### src/hdl/pss_pkg.sv
// Shared types and constants for the process slot scheduler.
package pss_pkg;

  localparam int PROC_SLOTS_DEF = 64;
  localparam int PARENT_W       = 9;   // holds a slot number or the no-parent mark
  localparam int COUNT_W        = 7;
  localparam int PRIO_W         = 6;
  localparam int PID_W          = 16;
  localparam int TAG_W          = 16;
  localparam int SLOT_W         = 6;
  localparam int IN_DATA_W      = 40;
  localparam int OUT_DATA_W     = 24;

  typedef enum logic [2:0] {
    OP_ALLOC  = 3'd0,
    OP_SLEEP  = 3'd1,
    OP_WAKEUP = 3'd2,
    OP_PICK   = 3'd3,
    OP_TICK   = 3'd4,
    OP_EXIT   = 3'd5,
    OP_REAP   = 3'd6
  } op_t;

  typedef enum logic [1:0] {
    RS_DONE    = 2'd0,
    RS_NONE    = 2'd1,
    RS_REFUSED = 2'd2
  } res_status_t;

  typedef enum logic [1:0] {
    SS_UNUSED   = 2'd0,
    SS_RUNNING  = 2'd1,
    SS_SLEEPING = 2'd2,
    SS_ZOMBIE   = 2'd3
  } slot_state_t;

  typedef enum logic [2:0] {
    S_CLEAR,
    S_IDLE,
    S_SCAN,
    S_APPLY,
    S_FINISH
  } fsm_t;

  typedef struct packed {
    logic [TAG_W-1:0]    tag;
    logic [PARENT_W-1:0] parent;
    logic [PID_W-1:0]    pid;
    logic [PRIO_W-1:0]   prio;
    logic [COUNT_W-1:0]  count;
    slot_state_t         st;
  } slot_rec_t;

  localparam int REC_W = $bits(slot_rec_t);

endpackage

### src/hdl/pss_ram.sv
// Generic single-write, single-read RAM with registered read data.
module pss_ram #(
  parameter int W = 8,
  parameter int D = 64
) (
  input  logic                 clk,
  input  logic                 we,
  input  logic [$clog2(D)-1:0] waddr,
  input  logic [W-1:0]         wdata,
  input  logic [$clog2(D)-1:0] raddr,
  output logic [W-1:0]         rdata
);

  logic [W-1:0] mem [D];

  always_ff @(posedge clk) begin
    if (we) begin
      mem[waddr] <= wdata;
    end
    rdata <= mem[raddr];
  end

endmodule

### src/hdl/process_slot_scheduler_top.sv
// Process slot scheduler: process table in one RAM, swept by a read-modify-write engine.
//
// Usage: items enter on the in_ channel (operation, slot, channel, priority,
// parent); every item yields exactly one result item on the out_ channel
// (status, chosen slot, pid). cfg_wen/cfg_wdata set the init slot; the user must write
// it only while idle, as the block itself does not enforce this. All slot state sits
// in one RAM record per slot with a registered read. Each item makes a scan pass over
// the table, and most operations a second read-modify-write pass over it; a pick
// that finds a running slot with a nonzero count on the first pass finishes after that pass.
// The rate is set by the single RAM read port, one slot record per cycle.
// After reset the engine clears the RAM, one slot a cycle; in_tready stays low
// until the clear is done. One item is in work at a time.
// The result sits in an output register: the next item is taken while it
// waits, and a finished item waits until that register is free.
module process_slot_scheduler_top #(
  parameter int PROC_SLOTS = pss_pkg::PROC_SLOTS_DEF
) (
  input  logic                           clk,
  input  logic                           rst_n,
  input  logic                           in_tvalid,
  output logic                           in_tready,
  // operation[2:0], slot[8:3], channel[24:9], priority_req[30:25],
  // parent_slot[36:31], parent_valid[37], zero fill above
  input  logic [pss_pkg::IN_DATA_W-1:0]  in_tdata,
  output logic                           out_tvalid,
  input  logic                           out_tready,
  // status[1:0], chosen_slot[7:2], result_pid[23:8]
  output logic [pss_pkg::OUT_DATA_W-1:0] out_tdata,
  input  logic                           cfg_wen,
  input  logic [pss_pkg::SLOT_W-1:0]     cfg_wdata
);
  import pss_pkg::*;

  localparam int AW = $clog2(PROC_SLOTS);
  localparam int CW = AW + 1;
  localparam logic [PARENT_W-1:0] NO_PARENT = PARENT_W'(PROC_SLOTS);
  localparam logic [CW-1:0] CNT_END  = CW'(PROC_SLOTS);
  localparam logic [AW-1:0] LAST_IDX = AW'(PROC_SLOTS - 1);

  fsm_t state_r, state_nxt;
  logic [CW-1:0] cnt_r, cnt_nxt;
  logic rd_vld_r, rd_vld_nxt;
  logic [AW-1:0] rd_idx_r, rd_idx_nxt;
  logic [SLOT_W-1:0] init_r, init_nxt;
  logic [PID_W-1:0] pidc_r, pidc_nxt;
  logic out_vld_r, out_vld_nxt;
  logic [OUT_DATA_W-1:0] out_data_r, out_data_nxt;

  op_t op_r, op_nxt;
  logic [SLOT_W-1:0] slot_r, slot_nxt;
  logic [TAG_W-1:0] chan_r, chan_nxt;
  logic [PRIO_W-1:0] prio_r, prio_nxt;
  logic [SLOT_W-1:0] par_r, par_nxt;
  logic pv_r, pv_nxt;
  logic free_fnd_r, free_fnd_nxt;
  logic [AW-1:0] free_idx_r, free_idx_nxt;
  logic kid_fnd_r, kid_fnd_nxt;
  logic [AW-1:0] kid_idx_r, kid_idx_nxt;
  logic [PID_W-1:0] kid_pid_r, kid_pid_nxt;
  logic best_fnd_r, best_fnd_nxt;
  logic [AW-1:0] best_idx_r, best_idx_nxt;
  logic [COUNT_W-1:0] best_cnt_r, best_cnt_nxt;
  slot_state_t self_st_r, self_st_nxt;
  logic [AW-1:0] tgt_r, tgt_nxt;
  logic [PID_W-1:0] newpid_r, newpid_nxt;
  res_status_t stat_r, stat_nxt;
  logic [SLOT_W-1:0] chos_r, chos_nxt;
  logic [PID_W-1:0] rpid_r, rpid_nxt;

  logic ram_we;
  logic [AW-1:0] ram_waddr, ram_raddr;
  slot_rec_t ram_wdata, ram_rdata, rec, upd, rst_rec;
  logic last, accept, slot_ok, is_self, is_tgt, apply;
  logic [PARENT_W-1:0] adopt;

  pss_ram #(.W(REC_W), .D(PROC_SLOTS)) u_ram (
    .clk   (clk),
    .we    (ram_we),
    .waddr (ram_waddr),
    .wdata (ram_wdata),
    .raddr (ram_raddr),
    .rdata (ram_rdata)
  );

  assign accept     = in_tvalid && in_tready;
  assign in_tready  = (state_r == S_IDLE);
  assign out_tvalid = out_vld_r;
  assign out_tdata  = out_data_r;
  assign rec        = ram_rdata;
  assign last       = rd_vld_r && (rd_idx_r == LAST_IDX);
  assign slot_ok    = 32'(slot_r) < PROC_SLOTS;
  assign is_self    = 32'(rd_idx_r) == 32'(slot_r);
  assign is_tgt     = rd_idx_r == tgt_r;
  assign adopt      = (32'(init_r) < PROC_SLOTS) ? PARENT_W'(init_r) : NO_PARENT;

  always_comb begin
    rst_rec        = '0;
    rst_rec.st     = SS_UNUSED;
    rst_rec.parent = NO_PARENT;
  end

  // Second-pass update of one slot record.
  always_comb begin
    upd = rec;
    unique case (op_r)
      OP_ALLOC: begin
        if (is_tgt) begin
          upd.st     = SS_RUNNING;
          upd.prio   = prio_r;
          upd.pid    = newpid_r;
          upd.parent = (pv_r && 32'(par_r) < PROC_SLOTS) ? PARENT_W'(par_r) : NO_PARENT;
        end
      end
      OP_SLEEP: begin
        if (is_tgt) begin
          upd.st  = SS_SLEEPING;
          upd.tag = chan_r;
        end
      end
      OP_WAKEUP: begin
        if (rec.st == SS_SLEEPING && rec.tag == chan_r) begin
          upd.st = SS_RUNNING;
        end
      end
      OP_PICK: begin
        if (rec.st == SS_RUNNING || rec.st == SS_SLEEPING) begin
          upd.count = {1'b0, rec.count[COUNT_W-1:1]} + {1'b0, rec.prio};
        end
      end
      OP_TICK: begin
        if (is_tgt && rec.count != '0) begin
          upd.count = rec.count - 1'b1;
        end
      end
      OP_EXIT: begin
        if (rec.parent == PARENT_W'(slot_r)) begin
          upd.parent = adopt;
        end
        if (is_tgt) begin
          upd.st = SS_ZOMBIE;
        end
      end
      OP_REAP: begin
        if (is_tgt) begin
          upd.st     = SS_UNUSED;
          upd.pid    = '0;
          upd.parent = NO_PARENT;
        end
      end
      default: upd = rec;
    endcase
  end

  always_comb begin
    state_nxt    = state_r;
    cnt_nxt      = cnt_r;
    rd_vld_nxt   = 1'b0;
    rd_idx_nxt   = rd_idx_r;
    init_nxt     = cfg_wen ? cfg_wdata : init_r;
    pidc_nxt     = pidc_r;
    out_vld_nxt  = out_vld_r && !out_tready;
    out_data_nxt = out_data_r;
    op_nxt       = op_r;
    slot_nxt     = slot_r;
    chan_nxt     = chan_r;
    prio_nxt     = prio_r;
    par_nxt      = par_r;
    pv_nxt       = pv_r;
    free_fnd_nxt = free_fnd_r;
    free_idx_nxt = free_idx_r;
    kid_fnd_nxt  = kid_fnd_r;
    kid_idx_nxt  = kid_idx_r;
    kid_pid_nxt  = kid_pid_r;
    best_fnd_nxt = best_fnd_r;
    best_idx_nxt = best_idx_r;
    best_cnt_nxt = best_cnt_r;
    self_st_nxt  = self_st_r;
    tgt_nxt      = tgt_r;
    newpid_nxt   = newpid_r;
    stat_nxt     = stat_r;
    chos_nxt     = chos_r;
    rpid_nxt     = rpid_r;
    ram_we       = 1'b0;
    ram_waddr    = rd_idx_r;
    ram_wdata    = upd;
    ram_raddr    = cnt_r[AW-1:0];
    apply        = 1'b0;

    // Issue reads one slot a cycle during both passes.
    if ((state_r == S_SCAN || state_r == S_APPLY) && cnt_r < CNT_END) begin
      cnt_nxt    = cnt_r + 1'b1;
      rd_vld_nxt = 1'b1;
      rd_idx_nxt = cnt_r[AW-1:0];
    end

    unique case (state_r)
      S_CLEAR: begin
        ram_we    = 1'b1;
        ram_waddr = cnt_r[AW-1:0];
        ram_wdata = rst_rec;
        cnt_nxt   = cnt_r + 1'b1;
        if (cnt_r[AW-1:0] == LAST_IDX) begin
          state_nxt = S_IDLE;
        end
      end
      S_IDLE: begin
        if (accept) begin
          op_nxt       = op_t'(in_tdata[2:0]);
          slot_nxt     = in_tdata[8:3];
          chan_nxt     = in_tdata[24:9];
          prio_nxt     = in_tdata[30:25];
          par_nxt      = in_tdata[36:31];
          pv_nxt       = in_tdata[37];
          free_fnd_nxt = 1'b0;
          kid_fnd_nxt  = 1'b0;
          kid_pid_nxt  = '0;
          best_fnd_nxt = 1'b0;
          best_cnt_nxt = '0;
          self_st_nxt  = SS_UNUSED;
          stat_nxt     = RS_DONE;
          chos_nxt     = '0;
          rpid_nxt     = '0;
          cnt_nxt      = '0;
          state_nxt    = S_SCAN;
        end
      end
      S_SCAN: begin
        if (rd_vld_r) begin
          if (rec.st == SS_UNUSED && !free_fnd_r) begin
            free_fnd_nxt = 1'b1;
            free_idx_nxt = rd_idx_r;
          end
          if (rec.st == SS_ZOMBIE && rec.parent == PARENT_W'(slot_r) && !kid_fnd_r) begin
            kid_fnd_nxt = 1'b1;
            kid_idx_nxt = rd_idx_r;
            kid_pid_nxt = rec.pid;
          end
          if (rec.st == SS_RUNNING && rec.count > best_cnt_r) begin
            best_fnd_nxt = 1'b1;
            best_idx_nxt = rd_idx_r;
            best_cnt_nxt = rec.count;
          end
          if (is_self) begin
            self_st_nxt = rec.st;
          end
        end
        if (last) begin
          tgt_nxt = AW'(slot_r);
          unique case (op_r)
            OP_ALLOC: begin
              if (free_fnd_nxt) begin
                apply      = 1'b1;
                tgt_nxt    = free_idx_nxt;
                newpid_nxt = pidc_r + 1'b1;
                pidc_nxt   = pidc_r + 1'b1;
                chos_nxt   = SLOT_W'(free_idx_nxt);
                rpid_nxt   = pidc_r + 1'b1;
              end else begin
                stat_nxt = RS_NONE;
              end
            end
            OP_SLEEP, OP_TICK: begin
              if (slot_ok && self_st_nxt == SS_RUNNING) begin
                apply = 1'b1;
              end else begin
                stat_nxt = RS_REFUSED;
              end
            end
            OP_WAKEUP: apply = 1'b1;
            OP_PICK: begin
              if (best_fnd_nxt) begin
                chos_nxt = SLOT_W'(best_idx_nxt);
              end else begin
                apply = 1'b1;
              end
            end
            OP_EXIT: begin
              if (slot_ok && slot_r != init_r &&
                  (self_st_nxt == SS_RUNNING || self_st_nxt == SS_SLEEPING)) begin
                apply = 1'b1;
              end else begin
                stat_nxt = RS_REFUSED;
              end
            end
            OP_REAP: begin
              if (!slot_ok) begin
                stat_nxt = RS_REFUSED;
              end else if (kid_fnd_nxt) begin
                apply    = 1'b1;
                tgt_nxt  = kid_idx_nxt;
                rpid_nxt = kid_pid_nxt;
              end else begin
                stat_nxt = RS_NONE;
              end
            end
            default: stat_nxt = RS_REFUSED;
          endcase
          if (apply) begin
            cnt_nxt      = '0;
            best_fnd_nxt = 1'b0;
            best_cnt_nxt = '0;
            state_nxt    = S_APPLY;
          end else begin
            state_nxt = S_FINISH;
          end
        end
      end
      S_APPLY: begin
        if (rd_vld_r) begin
          ram_we = 1'b1;
          // Search the recounted values as they are written back.
          if (upd.st == SS_RUNNING && upd.count > best_cnt_r) begin
            best_fnd_nxt = 1'b1;
            best_idx_nxt = rd_idx_r;
            best_cnt_nxt = upd.count;
          end
        end
        if (last) begin
          if (op_r == OP_PICK) begin
            if (best_fnd_nxt) begin
              chos_nxt = SLOT_W'(best_idx_nxt);
            end else begin
              stat_nxt = RS_NONE;
            end
          end
          state_nxt = S_FINISH;
        end
      end
      S_FINISH: begin
        if (!out_vld_r || out_tready) begin
          out_vld_nxt  = 1'b1;
          out_data_nxt = {rpid_r, chos_r, stat_r};
          state_nxt    = S_IDLE;
        end
      end
      default: state_nxt = S_CLEAR;
    endcase
  end

  always_ff @(posedge clk) begin
    if (!rst_n) begin
      state_r   <= S_CLEAR;
      cnt_r     <= '0;
      rd_vld_r  <= 1'b0;
      init_r    <= '0;
      pidc_r    <= '0;
      out_vld_r <= 1'b0;
    end else begin
      state_r   <= state_nxt;
      cnt_r     <= cnt_nxt;
      rd_vld_r  <= rd_vld_nxt;
      init_r    <= init_nxt;
      pidc_r    <= pidc_nxt;
      out_vld_r <= out_vld_nxt;
    end
  end

  always_ff @(posedge clk) begin
    rd_idx_r   <= rd_idx_nxt;
    out_data_r <= out_data_nxt;
    op_r       <= op_nxt;
    slot_r     <= slot_nxt;
    chan_r     <= chan_nxt;
    prio_r     <= prio_nxt;
    par_r      <= par_nxt;
    pv_r       <= pv_nxt;
    free_fnd_r <= free_fnd_nxt;
    free_idx_r <= free_idx_nxt;
    kid_fnd_r  <= kid_fnd_nxt;
    kid_idx_r  <= kid_idx_nxt;
    kid_pid_r  <= kid_pid_nxt;
    best_fnd_r <= best_fnd_nxt;
    best_idx_r <= best_idx_nxt;
    best_cnt_r <= best_cnt_nxt;
    self_st_r  <= self_st_nxt;
    tgt_r      <= tgt_nxt;
    newpid_r   <= newpid_nxt;
    stat_r     <= stat_nxt;
    chos_r     <= chos_nxt;
    rpid_r     <= rpid_nxt;
  end

  a_ram_write_phase: assert property (@(posedge clk) disable iff (!rst_n)
    ram_we |-> (state_r == S_APPLY || state_r == S_CLEAR))
    else $error("table written outside clear or apply pass");

  a_read_phase: assert property (@(posedge clk) disable iff (!rst_n)
    rd_vld_r |-> (state_r == S_SCAN || state_r == S_APPLY))
    else $error("read data pending outside a pass");

  a_finish_loads: assert property (@(posedge clk) disable iff (!rst_n)
    (state_r == S_FINISH && (!out_vld_r || out_tready)) |=> (out_tvalid && state_r == S_IDLE))
    else $error("finished item not presented");

endmodule
### config.mk
export PLATFORM = sky130hd
export DESIGN_NAME = process_slot_scheduler_top
export DESIGN_NICKNAME = d
export VERILOG_FILES = /design/src/hdl/pss_pkg.sv /design/src/hdl/pss_ram.sv /design/src/hdl/process_slot_scheduler_top.sv
export SDC_FILE = /design/constraint.sdc
export NUM_CORES = 2
export LEC_CHECK = 0
export ABC_AREA = 0
export ABC_CLOCK_PERIOD_IN_PS = 14600
export BUFFER_PORTS_ARGS = -buffer_cell sky130_fd_sc_hd__buf_2
export CAP_MARGIN = 20
export CORE_UTILIZATION = 48
export DETAILED_ROUTE_END_ITERATION = 8
export HOLD_SLACK_MARGIN = 0.1
export PLACE_DENSITY = 0.68
export SLEW_MARGIN = 10
export SYNTH_ARGS = -nofsm -noshare
export SYNTH_HDL_FRONTEND = slang
export SYNTH_SLANG_ARGS = --single-unit
export TNS_END_PERCENT = 100
### constraint.sdc
create_clock -name clk -period 14.6 [get_ports clk]
set_input_delay 2.19 -clock clk [delete_from_list [all_inputs] [get_ports clk]]
set_output_delay 2.19 -clock clk [all_outputs]
set_load 0.005 [all_outputs]
* Yosys cells after proc, flatten, opt, wreduce, memory -nomap -nowiden *
Memory sizes are Yosys's and may differ from the RTL's. A register that Yosys moved wholly into a read port is not among the register bits.
Index checks and enable logic that the tools add are counted.
Widths: inputs -> output; s select.

word-level totals
  register bits after elaboration = 194
  RAM bits = 3584
  input port bits = 51
  output and inout port bits = 26
  logic and storage cells = 237
  memories kept = 1

operators by class
  add/sub/neg operators = 4
  $lt $le $gt $ge = 3
  equal/unequal tests = 43
  muxes and demuxes = 118
  reductions and logical operators = 40

memory list
  name       depth  bits a word  read ports  clocked after Yosys merged registers in  wr ports  line           RTL
  u_ram.mem  64     56           1           1                                        1         pss_ram.sv:14  logic [W-1:0] mem [D];

operators by type and width
  kind                   number
  $mux 16                8
  $pmux 16 s2            4
  $mux 6                 19
  $mux 7                 14
  $mux 56                1
  $pmux 7 s3             2
  $pmux 6 s2             3
  $mux 2                 17
  $mux 31                1
  $mux 1                 28
  $pmux 9 s3             1
  $mux 25                1
  $ne 3x3->1 const B     7
  $pmux 2 s5             2
  $mux 3                 6
  $pmux 6 s3             1
  $add 16x1->16 const B  1
  $eq 16x16->1           1
  $pmux 3 s5             1
  $gt 7x7->1             2
  $ne 2x2->1 const B     7
  $pmux 7 s2             1
  $eq 3x2->1 const B     4
  $eq 3x3->1 const B     4
  other kinds (34)       72

* Longest topological paths before layout *
  depth in word-level cells = 14
  depth in mapped cells = 18
  gate-level depth less buffers = 17

* Cells and area by module *
A second synthesis with hierarchy kept.

unflattened totals
  cells, all modules = 6719
  area total of the unflattened synthesis = 146982.2 um^2

modules (own cells, without submodules)
  module                      times used  cells each  area each (um^2)  sequential area each (um^2)
  pss_ram                     1           5750        136497.2          108744.3
  process_slot_scheduler_top  1           969         10485.1           5485.3

* Least setup slack after synthesis *
OpenSTA, ideal clock, no wires.

  kind = flip-flop to flip-flop
  start point = register cnt_r[2]
  end point = memory u_ram.mem[13][0] in the netlist's numbering (enable)
  setup time = 0.470 ns
  arrival = 4.182 ns
  data required time = 14.130 ns
  path slack = 9.947 ns
  cell stages (with the launch flop) = 9
  buffers on the path = 3
  period minus slack after synthesis = 4.653 ns
  cell sequence = dfxtp_1 > clkbuf_1 > inv_2 > buf_2 > buf_1 > or3_1 > o21ai_0 > nand2_1 > nor2_1

between the ends
  longest elaborated chain between the ends = 1

RTL lines
  element                 line                               RTL
  from (decl)             process_slot_scheduler_top.sv:41   logic [CW-1:0] cnt_r, cnt_nxt;
  from (signal assigned)  process_slot_scheduler_top.sv:350  cnt_r <= cnt_nxt;
  $mux 6                  process_slot_scheduler_top.sv:196  unique case (state_r)
  to (decl)               pss_ram.sv:14

Every way passes these cells.

* Final worst setup path *
  start point = register rd_idx_r[2]
  end point = register best_idx_r[2] (data pin)

between the ends
  longest elaborated chain between the ends = 9
  elaborated cells between the ends (all ways) = 17
  those cells by class = 1 x order compare; 2 x eq/ne; 12 x mux; 2 x reduce/logical

RTL lines
  element                 line                               RTL
  from (decl)             process_slot_scheduler_top.sv:43   logic [AW-1:0] rd_idx_r, rd_idx_nxt;
  from (signal assigned)  process_slot_scheduler_top.sv:359  rd_idx_r <= rd_idx_nxt;
  $eq 6x6->1              process_slot_scheduler_top.sv:93   assign is_tgt = rd_idx_r == tgt_r;
  $logic_and 1x1->1       process_slot_scheduler_top.sv:131  if (is_tgt && rec.count != '0) begin
  $mux 7                  process_slot_scheduler_top.sv:131
  $pmux 7 s2              process_slot_scheduler_top.sv:105  unique case (op_r)
  $gt 7x7->1              process_slot_scheduler_top.sv:312  if (upd.st == SS_RUNNING && upd.count > best_cnt_r) begin
  $logic_and 1x1->1       process_slot_scheduler_top.sv:312
  $mux 6                  process_slot_scheduler_top.sv:312
  $mux 6                  process_slot_scheduler_top.sv:309  if (rd_vld_r) begin
  $pmux 6 s2 *            process_slot_scheduler_top.sv:196
  net best_idx_nxt[2]     process_slot_scheduler_top.sv:61   logic [AW-1:0] best_idx_r, best_idx_nxt;
  to (signal assigned)    process_slot_scheduler_top.sv:373  best_idx_r <= best_idx_nxt;
  to (decl)               process_slot_scheduler_top.sv:61

Mark *: on every way through the listed nets, which the timed path passes. The rest lies on a longest branch.
A chain may end at the register's enable or synchronous reset.

==> impl_metrics.py <==
metrics = {
    "setup_path": {
        "crit_fanout": 12,
        "rr_worst_depth": 14,
        "crit_path_start_kind": "flop",
        "rrSetupSlack_ns": 9.07,
        "endpoint_kind": "flop",
        "cp-startpoint": "rd_idx_r[2]",
        "crit_type": "reg -> reg",
        "cp.required_ns": 15.25,
        "r2r_end": "best_idx_r[2]",
        "reg2reg_from": "rd_idx_r[2]",
        "worstPathArrival_ns": 6.17,
        "endpoint": "best_idx_r[2]",
    },
    "global_routing": {
        "gr-total-overflow": 0,
        "track_usage_pct": 25.5,
        "grt_antenna_before_repair": 13,
        "grt_pass1_vias": 70400,
        "grt_pass1_wl_um": 547000,
        "grt_max_degree": 164,
    },
    "final_layout": {
        "fill_cells": 22000,
        "syn2layout_area_growth_pct": 13.6,
        "layout_common_cells": "3744 x edfxtp_1, 1176 x mux4_2, 381 x clkbuf_16, 198 x buf_4, 106 x nor2_4",
        "final_area_um2": 167000,
        "mostFrequentLayoutCell": "edfxtp_1",
        "final_core_util_pct": 54.8,
        "nets": 6631,
        "drive_above_1_share_pct": 32.0,
    },
    "yosys": {
        "ys_seq_area_share_pct": 77.5,
        "synthArstFlopShare_pct": 0,
        "synth_edf_count": 3744,
        "syn-num-nets": 6248,
        "synthFlopType": "edfxtp_1",
        "ys_types": 72,
        "syn_inst": 6163,
        "yosys_warnings": 0,
        "yosys_register_bits": 3834,
        "avgSynthCellArea_um2": 23.9,
        "syn_area_um2": 147000,
    },
    "route": {
        "drt-total-wl_um": 395000,
        "wl_per_cell_um": 36.0,
        "drt_iter0_markers": 11400,
        "vias": 70600,
        "route.antenna.remaining_nets": 0,
        "via_per_inst": 6.44,
        "first_pass_iters": 8,
        "drc": 0,
    },
    "timing": {
        "hold_viol": 0,
        "period_share_pct": 37.9,
        "period_needed_ns": 5.53,
        "rsz0062_at_grt": "no",
        "slew_viol_final": 0,
        "tightest_slew_ns": 1.21,
        "slew_headroom_pct": 19.3,
        "setup-tns-final_ns": 0,
        "worst_clock_skew_ns": 0.115,
        "fmax_ghz": 0.181,
        "setup_violations": 0,
    },
    "clock_tree": {
        "clock_latency_ns": 0.99,
        "cts_resized": 0,
        "cts.clk_slew.worst_paths_ns": 0.06,
        "cts_setup_buffers": 0,
        "clock_sinks": 3834,
        "cts_tree": "done",
        "hold_buffers": 0,
        "htree_num_levels": 5,
        "cts_buffers": 379,
        "cts-root-buf": "clkbuf_16",
        "clockBufferDepth": 4,
    },
    "die": {
        "die_h_um": 556,
        "io_pins": 77,
        "die_area_um2": 309000,
        "rows": 203,
        "die_x_um": 556,
        "fp.coreArea_um2": 306000,
        "start_util_pct": 48.2,
    },
    "place": {
        "place_congestion": 0.910,
        "dpl.hpwl_um": 209000,
        "port_buffers": 74,
        "placed_area_um2": 154000,
    },
    "outcome": {
        "status": "finished clean",
    },
    "power_and_ir_drop": {
        "ir_drop_mv": 0.103,
        "p_per_area_nw_per_um2": 137,
        "p_leak_nw": 50.8,
    },
    "hold_path": {
        "hp-class": "reg -> reg",
    },
    "job": {
        "cap_violations": 0,
    },
}
## where the power goes
| part | leakage, nW | switching [mW] | internal, mW |
|---|---|---|---|
| combinational | 10.5 | 0.622 | 0.590 |
| clock | 6.01 | 4.23 | 5.46 |
| sequential | 34.3 | 0.0907 | 12.0 |
| total | 50.8 | 4.94 | 18.0 |
## routing by layer
layer	wire, µm	track usage, %	vias to the layer above
met1	145000	34.4	38200
met2	194000	41.5	4358
met5	7	0	-
li1	-	-	27300
met3	38700	4.65	757
met4	17300	9.82	2
## sequential cells by signal, summed over array words and instances, names as in the netlist, 3 cells and up
name / count
kid_idx_r: 6
newpid_r: 16
best_idx_r: 6
prio_r: 6
pidc_r: 16
tgt_r: 6
state_r: 3
op_r: 3
u_ram.mem: 3584
kid_pid_r: 16
chan_r: 16
init_r: 6
best_cnt_r: 7
slot_r: 6
out_tdata: 24
rd_idx_r: 6
par_r: 6
cnt_r: 7
rpid_r: 16
u_ram.rdata: 56
chos_r: 6
free_idx_r: 6
## area by class of cell
| class | instances | area, µm² | area share, % |
|---|---|---|---|
| sequential | 3834 | 114000 | 68.2 |
| clock buffer | 480 | 10000 | 6.00 |
| antenna | 6 | 15.0 | 0.00897 |
| timing repair buffer | 322 | 2940 | 1.76 |
| tap | 4100 | 5130 | 3.06 |
| inverter | 44 | 173 | 0.103 |
| multi-input combinational | 1965 | 32500 | 19.4 |
| clock inverter | 218 | 2350 | 1.40 |
## worst min-delay path by stage
stage / from / endpoint / depth (start not counted)
6_report: rpid_r[3] / out_tdata[11] / 0
5_1_grt: rpid_r[7] / out_tdata[15] / 0
4_1_cts: rpid_r[3] / out_tdata[11] / 0
3_5_place_dp: rpid_r[3] / out_tdata[11] / 0
3_3_place_gp: rpid_r[3] / out_tdata[11] / 0
2_1_floorplan: stat_r[0] / out_tdata[0] / 0
## cell usage after synthesis (all sizes together) (7+ instances only)
cell type,count,share of area (%)
edfxtp,3744,76
mux4,1176,18
nor2,179,0.46
clkbuf,165,0.42
buf,155,0.50
dfxtp,90,1.2
nand2,89,0.23
mux2i,59,0.40
inv,44,0.11
xnor2,44,0.26
a21oi,38,0.13
o21ai,35,0.12
ha,33,0.28
xor2,27,0.16
a22oi,22,0.11
nand3,22,0.075
and2,20,0.085
nand4,20,0.085
a211oi,17,0.087
nor2b,17,0.072
mux2,13,0.099
nor3,13,0.048
o22ai,10,0.042
or3,10,0.042
a31oi,9,0.053
and3,9,0.038
nand2b,8,0.034
a211o,7,0.042
a21boi,7,0.036
a222oi,7,0.048
## critical path, stage by stage, from the launching register on
cell and delay (ns):
edfxtp_1 0.61, xnor2_1 0.27, nand4_1 0.32, or2_0 0.52, nor3_1 0.32, xor2_1 0.10
a222oi_1 0.82, inv_1 0.11, ha_1 0.32, a211o_1 0.31, o311a_1 0.32, a21boi_1 0.14
buf_4 0.21, a31oi_2 0.46, mux2_2 0.40
## logic make-up (layout without fill, tap and decap cells)
| family | Yosys count | after routing | synth area share, % |
|---|---|---|---|
| simple gates | 413 | 413 | 1.30 |
| mux | 1248 | 1248 | 18.5 |
| other cells | 0 | 6 | 0 |
| compound gates | 199 | 199 | 0.938 |
| flops | 3834 | 3834 | 77.5 |
| fa+ha+maj | 34 | 34 | 0.294 |
| xor+xnor | 71 | 71 | 0.422 |
| buf+inv | 364 | 1064 | 1.03 |
## through the flow
| step | hold WS [ns] | setup slack (ns) | power, mW | instances |
|---|---|---|---|---|
| final | 0.417 | 9.07 | 23.0 | 11000 |
| after global routing | 0.423 | 8.72 | 23.6 | 11000 |
| after global placement | 0.409 | 8.84 | 13.5 | 10200 |
| after floorplan | 0.400 | 9.95 | 13.1 | 6163 |
| after detailed placement | 0.405 | 8.90 | 13.5 | 10200 |
| after CTS | 0.418 | 8.83 | 23.1 | 10900 |
No activity file was read; power rests on OpenSTA's default activity.
